$ cat config.mk
export PLATFORM = sky130hd
export DESIGN_NAME = control_frame_command_parser
export DESIGN_NICKNAME = d
export VERILOG_FILES = /design/src/cfcp_pkg.sv /design/src/cfcp_parse.sv /design/src/cfcp_emit.sv /design/src/control_frame_command_parser.sv
export SDC_FILE = /design/constraint.sdc
export NUM_CORES = 1
export LEC_CHECK = 0
export BUFFER_PORTS_ARGS = -buffer_cell sky130_fd_sc_hd__buf_4
export CAP_MARGIN = 0
export CORE_ASPECT_RATIO = 1.4
export CORE_MARGIN = 8
export CORE_UTILIZATION = 60
export CTS_CLUSTER_SIZE = 24
export DETAILED_ROUTE_END_ITERATION = 10
export HOLD_SLACK_MARGIN = 0.1
export PLACE_DENSITY = 0.83
export SYNTH_ARGS = -nofsm -noshare
export SYNTH_HDL_FRONTEND = slang
export SYNTH_SLANG_ARGS = --single-unit
$ cat constraint.sdc
create_clock -name clk -period 6.9 [get_ports clk]
set_input_delay 0 -clock clk [delete_from_list [all_inputs] [get_ports clk]]
set_output_delay 0 -clock clk [all_outputs]
set_load 0.1 [all_outputs]
$ cat src/cfcp_pkg.sv
package cfcp_pkg;

  localparam int MAX_PARAMS = 16;

  localparam int CHAR_W = 16;

  // control codes
  localparam logic [CHAR_W-1:0] CODE_END   = 16'h0000;
  localparam logic [CHAR_W-1:0] CODE_START = 16'h0001;
  localparam logic [CHAR_W-1:0] CODE_SEP   = 16'h0002;

  localparam logic [CHAR_W-1:0] CH_LT    = 16'h003C;
  localparam logic [CHAR_W-1:0] CH_GT    = 16'h003E;
  localparam logic [CHAR_W-1:0] CH_QUOT  = 16'h0022;
  localparam logic [CHAR_W-1:0] CH_LOW_A = 16'h0061;
  localparam logic [CHAR_W-1:0] CH_LOW_Z = 16'h007A;
  localparam logic [CHAR_W-1:0] CASE_OFS = 16'h0020;

  localparam logic [31:0] ESC_LT   = "&lt;";
  localparam logic [31:0] ESC_GT   = "&gt;";
  localparam logic [47:0] ESC_QUOT = "&quot;";

  // result kinds
  localparam logic [1:0] KIND_NAME  = 2'd0;
  localparam logic [1:0] KIND_PARAM = 2'd1;
  localparam logic [1:0] KIND_OPEN  = 2'd2;
  localparam logic [1:0] KIND_END   = 2'd3;

  typedef enum logic [1:0] {
    ST_WAIT  = 2'd0,
    ST_NAME  = 2'd1,
    ST_PARAM = 2'd2
  } parse_state_t;

  // what follows an optional "parameter opened" result
  typedef enum logic [2:0] {
    BODY_NONE = 3'd0,
    BODY_CHAR = 3'd1,
    BODY_LT   = 3'd2,
    BODY_GT   = 3'd3,
    BODY_QUOT = 3'd4,
    BODY_END  = 3'd5
  } body_t;

  typedef struct packed {
    logic              has_open;
    logic [3:0]        open_idx;
    body_t             body;
    logic [1:0]        body_kind;
    logic [CHAR_W-1:0] body_char;
    logic [3:0]        idx;
    logic [4:0]        total;
  } plan_t;

  function automatic logic [2:0] body_len(body_t b);
    case (b)
      BODY_NONE: return 3'd0;
      BODY_CHAR: return 3'd1;
      BODY_LT:   return 3'd4;
      BODY_GT:   return 3'd4;
      BODY_QUOT: return 3'd6;
      BODY_END:  return 3'd1;
      default:   return 3'd0;
    endcase
  endfunction

  function automatic logic [7:0] esc_char(body_t b, logic [2:0] pos);
    logic [7:0] ch;
    ch = 8'h00;
    case (b)
      BODY_LT:   ch = ESC_LT[8*(3-32'(pos[1:0])) +: 8];
      BODY_GT:   ch = ESC_GT[8*(3-32'(pos[1:0])) +: 8];
      BODY_QUOT: if (pos < 3'd6) ch = ESC_QUOT[8*(5-32'(pos)) +: 8];
      default:   ch = 8'h00;
    endcase
    return ch;
  endfunction

endpackage

$ cat src/cfcp_parse.sv
module cfcp_parse #(
  parameter int MaxParams = cfcp_pkg::MAX_PARAMS
) (
  input  logic                          clk,
  input  logic                          rst,
  input  logic [cfcp_pkg::CHAR_W-1:0]   char_code,
  input  logic                          accept,
  output cfcp_pkg::plan_t               plan,
  output logic                          has_result
);

  localparam int CntW = $clog2(MaxParams + 1);

  cfcp_pkg::parse_state_t state, state_next;
  logic [CntW-1:0]        count, count_next;

  logic            opening;
  logic [CntW-1:0] count_open;

  always_comb begin
    opening    = ((count == '0) || (char_code == cfcp_pkg::CODE_SEP)) &&
                 (count < CntW'(MaxParams));
    count_open = count + CntW'(opening);
  end

  // next state
  always_comb begin
    state_next = state;
    count_next = count;
    if (char_code == cfcp_pkg::CODE_END) begin
      state_next = cfcp_pkg::ST_WAIT;
      count_next = '0;
    end else begin
      case (state)
        cfcp_pkg::ST_NAME: begin
          if (char_code == cfcp_pkg::CODE_SEP) state_next = cfcp_pkg::ST_PARAM;
        end
        cfcp_pkg::ST_PARAM: begin
          count_next = count_open;
        end
        default: begin
          state_next = (char_code == cfcp_pkg::CODE_START) ? cfcp_pkg::ST_NAME
                                                           : cfcp_pkg::ST_WAIT;
        end
      endcase
    end
  end

  // decoded work for this beat
  always_comb begin
    plan.has_open  = 1'b0;
    plan.open_idx  = 4'(count);
    plan.body      = cfcp_pkg::BODY_NONE;
    plan.body_kind = cfcp_pkg::KIND_PARAM;
    plan.body_char = char_code;
    plan.idx       = '0;
    plan.total     = 5'(count);
    if (char_code == cfcp_pkg::CODE_END) begin
      plan.body = cfcp_pkg::BODY_END;
    end else begin
      case (state)
        cfcp_pkg::ST_NAME: begin
          if (char_code != cfcp_pkg::CODE_SEP) begin
            plan.body      = cfcp_pkg::BODY_CHAR;
            plan.body_kind = cfcp_pkg::KIND_NAME;
            if (char_code >= cfcp_pkg::CH_LOW_A && char_code <= cfcp_pkg::CH_LOW_Z)
              plan.body_char = char_code - cfcp_pkg::CASE_OFS;
          end
        end
        cfcp_pkg::ST_PARAM: begin
          plan.has_open = opening;
          plan.total    = 5'(count_open);
          plan.idx      = (count_open == '0) ? 4'd0 : 4'(count_open - CntW'(1));
          if (char_code == cfcp_pkg::CH_LT)          plan.body = cfcp_pkg::BODY_LT;
          else if (char_code == cfcp_pkg::CH_GT)     plan.body = cfcp_pkg::BODY_GT;
          else if (char_code == cfcp_pkg::CH_QUOT)   plan.body = cfcp_pkg::BODY_QUOT;
          else if (char_code != cfcp_pkg::CODE_SEP)  plan.body = cfcp_pkg::BODY_CHAR;
        end
        default: begin
          plan.body = cfcp_pkg::BODY_NONE;
        end
      endcase
    end
    has_result = plan.has_open || (plan.body != cfcp_pkg::BODY_NONE);
  end

  always_ff @(posedge clk) begin
    if (rst) begin
      state <= cfcp_pkg::ST_WAIT;
      count <= '0;
    end else if (accept) begin
      state <= state_next;
      count <= count_next;
    end
  end

endmodule

$ cat src/cfcp_emit.sv
module cfcp_emit (
  input  logic                          clk,
  input  logic                          rst,
  input  cfcp_pkg::plan_t               plan_in,
  input  logic                          load,
  output logic                          free,
  output logic                          result_valid,
  input  logic                          result_ready,
  output logic [1:0]                    kind,
  output logic [cfcp_pkg::CHAR_W-1:0]   char_out,
  output logic [3:0]                    param_index,
  output logic [4:0]                    param_total,
  output logic                          last
);

  cfcp_pkg::plan_t plan;
  logic            plan_valid;
  logic [2:0]      step;

  logic [2:0]                  n_res;
  logic [2:0]                  pos;
  logic                        step_last;
  logic                        advance;
  logic [1:0]                  cur_kind;
  logic [cfcp_pkg::CHAR_W-1:0] cur_char;
  logic [3:0]                  cur_idx;

  always_comb begin
    n_res     = cfcp_pkg::body_len(plan.body) + {2'b00, plan.has_open};
    step_last = (step == n_res - 3'd1);
    pos       = step - {2'b00, plan.has_open};
    advance   = plan_valid && (!result_valid || result_ready);
    free      = !plan_valid || (advance && step_last);
  end

  always_comb begin
    cur_kind = cfcp_pkg::KIND_PARAM;
    cur_char = '0;
    cur_idx  = plan.idx;
    if (plan.has_open && step == 3'd0) begin
      cur_kind = cfcp_pkg::KIND_OPEN;
      cur_idx  = plan.open_idx;
    end else begin
      case (plan.body)
        cfcp_pkg::BODY_CHAR: begin
          cur_kind = plan.body_kind;
          cur_char = plan.body_char;
        end
        cfcp_pkg::BODY_LT, cfcp_pkg::BODY_GT, cfcp_pkg::BODY_QUOT: begin
          cur_char = {8'h00, cfcp_pkg::esc_char(plan.body, pos)};
        end
        cfcp_pkg::BODY_END: begin
          cur_kind = cfcp_pkg::KIND_END;
          cur_idx  = '0;
        end
        default: begin
          cur_idx = '0;
        end
      endcase
    end
  end

  always_ff @(posedge clk) begin
    if (rst) begin
      plan_valid <= 1'b0;
      step       <= '0;
    end else if (load) begin
      plan_valid <= 1'b1;
      step       <= '0;
    end else if (advance && step_last) begin
      plan_valid <= 1'b0;
    end else if (advance) begin
      step <= step + 3'd1;
    end
  end

  always_ff @(posedge clk) begin
    if (load) plan <= plan_in;
  end

  always_ff @(posedge clk) begin
    if (rst) begin
      result_valid <= 1'b0;
    end else if (advance) begin
      result_valid <= 1'b1;
    end else if (result_ready) begin
      result_valid <= 1'b0;
    end
  end

  always_ff @(posedge clk) begin
    if (advance) begin
      kind        <= cur_kind;
      char_out    <= cur_char;
      param_index <= cur_idx;
      param_total <= plan.total;
      last        <= step_last;
    end
  end

endmodule

$ cat src/control_frame_command_parser.sv
// Control frame command parser.
// Input channel: one 16-bit character per beat on char_code (char_valid /
// char_ready). Code 1 opens a frame, code 2 separates parameters, code 0
// ends the frame. Output channel: one result per beat (result_valid /
// result_ready) with kind, char_out, param_index, param_total and last;
// last marks the final result caused by an input character.
// Results pass the plan register, then the result register.
// Throughput: while the receiver does not stall, a character with at most
// one result is taken every cycle; one with n results (open plus escape,
// up to 7) holds the input until its last result, as the sequencer emits
// one result a cycle, unless stalled, from a single decoded-plan register.
// Drops outside a frame, frame start and name separator give no result.
// Reset: parser returns to waiting for a frame start with a zero parameter
// count; no result is pending. When the receiver stalls, the result
// register holds its beat, the sequencer stops, and char_ready drops as
// soon as the plan register cannot be freed.
module control_frame_command_parser #(
  parameter int MaxParams = cfcp_pkg::MAX_PARAMS
) (
  input  logic                          clk,
  input  logic                          rst,
  input  logic                          char_valid,
  output logic                          char_ready,
  input  logic [cfcp_pkg::CHAR_W-1:0]   char_code,
  output logic                          result_valid,
  input  logic                          result_ready,
  output logic [1:0]                    kind,
  output logic [cfcp_pkg::CHAR_W-1:0]   char_out,
  output logic [3:0]                    param_index,
  output logic [4:0]                    param_total,
  output logic                          last
);

  cfcp_pkg::plan_t plan;
  logic            has_result;
  logic            accept;
  logic            free;

  assign char_ready = free;
  assign accept     = char_valid && free;

  cfcp_parse #(
    .MaxParams (MaxParams)
  ) u_parse (
    .clk        (clk),
    .rst        (rst),
    .char_code  (char_code),
    .accept     (accept),
    .plan       (plan),
    .has_result (has_result)
  );

  cfcp_emit u_emit (
    .clk          (clk),
    .rst          (rst),
    .plan_in      (plan),
    .load         (accept && has_result),
    .free         (free),
    .result_valid (result_valid),
    .result_ready (result_ready),
    .kind         (kind),
    .char_out     (char_out),
    .param_index  (param_index),
    .param_total  (param_total),
    .last         (last)
  );

endmodule
==> parameters.txt <==
Parameter                              Value

Floorplanning
  Initial Util    62.40%
  Floorplan die height    108.4 um
  Placeable core region    0.005863 mm^2
  Row Count    33
  Number of primary I/O pins    50
  Horizontal die dimension    82.00 um
  Overall die area    0.008888 mm^2

Timing
  Final Setup Violations    0
  Post-route minimum period    3.319 ns
  Pins over their slew limit    0
  Worst slew margin relative to its limit    44.02%
  Min Hold Slack    0.4031 ns
  Hold Violations, Final    0
  Unrepaired setup endpoints after global routing    no
  Post-route clock skew    0.007072 ns
  Pin slew with the least headroom to its limit    0.8333 ns
  Setup TNS    0 ns
  Top achievable clock speed    0.3013 GHz
  Period utilisation layout    48.10%

Yosys
  Dominant combinational cell family by area after synthesis    simple AND/OR/NAND/NOR gates
  Syn Area/Cell    11.92 um^2
  Distinct cells, synth    54
  Post-Synth XOR/XNOR Area    3.112%
  Synthesis Warnings    0
  Post-synthesis share of cell area spent on and, or, nand and nor gates    19.66%
  Multiplexer area fraction after synthesis    1.094%
  Share of synthesized flip-flops with an asynchronous set or reset    0%
  Fraction of the yosys area taken by sequential cells    57.46%
  Synth Net Count    341
  Number of synthesized flops with an enable pin    62
  Cells after synthesis    307
  Adder-cell share of the synthesized area    4.788%
  Fraction of the mapped netlist area in compound gates    10.77%
  Total of flip-flops plus latches after synthesis    74
  Top FF cell, synth    sky130_fd_sc_hd__edfxtp_1
  Mapped cell area    0.003659 mm^2

Final layout
  Most common library cell in the layout ignoring fill and taps    sky130_fd_sc_hd__edfxtp_1
  Count of fill cells added during filler insertion    387
  Most frequent cells in the layout    62 x sky130_fd_sc_hd__edfxtp_1, 51 x sky130_fd_sc_hd__buf_4, 24 x sky130_fd_sc_hd__nor2_1
  Final standard cell area without fillers    0.004492 mm^2
  Diode count    0
  Area Growth Syn to Fin    22.78%
  Net count, final    413
  Share of post-route cells with drive strength above 1    22.45%

Clock network
  Clock transition at the register clock pins on the worst setup and hold paths after CTS    0.08 ns
  Maximum number of buffers from clock root to sink    2
  Total clock buffers created by CTS    9
  Number of setup buffers added after CTS    0
  Clk root buf    sky130_fd_sc_hd__clkbuf_8
  Clock sinks    74
  Clock latency reported for the late side of the worst-skew pair    0.35 ns
  Htree depth    3
  Post-cts repair resize count    0
  Clock tree from TritonCTS    built

Worst setup path
  Worst path most repeated cell    sky130_fd_sc_hd__ha_1
  Worst path buffer plus inverter count    2
  Signal arrival time at the worst endpoint    3.32 ns
  CP cell instances    nor2b_1 > inv_1 > ha_1 > ha_1 > xor2_1 > or3_4 > a21oi_4 > a31oi_4 > a41oi_4 > buf_4
  Crit path launch type    flip-flop
  Crit path kind    reg2reg
  Critical path's largest stage delay    0.52 ns
  Critical path endpoint category    flip-flop
  Cell with the largest stage delay on the worst path    sky130_fd_sc_hd__edfxtp_1
  Data required time of the critical path    6.90 ns
  Family with the most delay on the worst path    simple AND/OR/NAND/NOR gates
  Largest driver fanout on the critical path    35

Worst hold path
  Hold Path Class    in2reg

GRT
  Antenna violations before repair    0
  Overflow left after global routing    0
  Total GRT Usage    18.11%
  Wire length of the first global-routing pass    12.37 mm
  Largest net degree at the start of global routing    36
  Via count of the first global-routing pass    2564

Route
  Drt first pass iters    4
  Routed wirelength normalized by instance count    17.01 um
  Vias per Instance    5.742
  Vias    2601
  DRC    0
  Number of nets with antenna violations after detailed routing    0
  DRC marker count from the first detailed-route iteration    137
  Routed wire length    7.704 mm

Placement
  RePlAce Congestion    0.8943
  Placed wire-length estimate after detailed placement    5.322 mm
  Post-detailed-placement cell area    0.004086 mm^2
  Number of buffers added on ports    49

Pwr
  Power Dens Cells    196.2 mW/mm^2
  Leakage power summed over all cells    1.757 nW
  Worst vdd rail ir drop    0.1787 mV

Job
  Maximum Capacitance Violations    0

Status
  Run status    completed
[report_power, final]
part	internal (W)	leakage [nW]	switching, W	total, W
combinational	0.0000193	0.935	0.0000155	0.0000348
sequential	0.000478	0.724	0.000000000554	0.000478
clock	0.000203	0.0979	0.000166	0.000368
[registers in the layout, summed over array words and instances (netlist names), 2 cells and up]
name and count:
u_emit.plan 34, u_emit.char_out 16, u_emit.param_total 5, u_parse.count 5, u_emit.param_index 4, u_emit.step 3
u_emit.kind 2, u_parse.state 2
[cell families (layout without fill, tap and decap cells)]
logic type / after synthesis / in the layout
AO/OA/AOI/OAI: 53 / 53
XOR/XNOR: 13 / 13
adder cells (fa/ha/maj): 14 / 14
buffers and inverters: 28 / 104
flip-flops: 74 / 74
multiplexers: 4 / 4
AND/OR/NAND/NOR: 121 / 121
[per-layer routing]
layer	track usage, %	routed length [um]	vias to the layer above
met3	3.738	432	9
met1	20.96	2953	1251
met2	31.52	4182	82
met5	0	0	-
met4	7.053	136	0
li1	-	-	1259
[path summary, 6_finish.rpt]
check                       startpoint                               to  slack (ns)  depth (start not counted)
max          u_emit.plan[28]$_DFFE_PP_        u_emit.plan[16]$_DFFE_PP_        3.58                         10
min                      char_code[14]        u_emit.plan[23]$_DFFE_PP_        0.40                          2
max reg2reg  u_emit.plan[28]$_DFFE_PP_        u_emit.plan[16]$_DFFE_PP_        3.58                         10
min reg2reg   u_emit.plan[4]$_DFFE_PP_  u_emit.param_total[4]$_DFFE_PP_        0.42                          0
[synth_stat cells, drive strengths merged (8+ instances only)]
master	n	share of area, %
a21oi	16	2.5
and2	11	1.9
dfxtp	12	6.6
edfxtp	62	51
ha	14	4.8
inv	19	1.9
nand2	22	2.3
nand3	8	1.2
nor2	24	2.5
nor3	8	1.5
o21ai	12	1.6
or2	11	1.9
xor2	9	2.2
[layout make-up]
cell class	instances	area (um^2)	share of cell area [%]
well taps	70	87.58	1.950
clock inverters	6	91.34	2.033
inverters	19	71.32	1.588
repair buffers	70	573.1	12.76
multi-input cells	205	1443	32.12
clock buffers	9	123.9	2.758
flip-flops and latches	74	2102	46.80
[what timing repair did]
action | in CTS | in global routing
hold buffers | 19 | 0
endpoints found under the hold margin | 24 | 0
endpoints found under the setup margin | 0 | 0
[through the flow]
step	worst slack [ns]	power [W]	util [%]	std cells
after floorplan	3.688	0.0004984	-	307
after global placement	3.667	0.0005121	69.70	419
after detailed placement	3.607	0.0005133	69.70	419
after CTS	3.593	0.0008818	76.61	453
after global routing	3.417	0.0009031	76.61	453
final	3.581	0.0008812	76.61	453
Power figures use the tool's default switching activity.
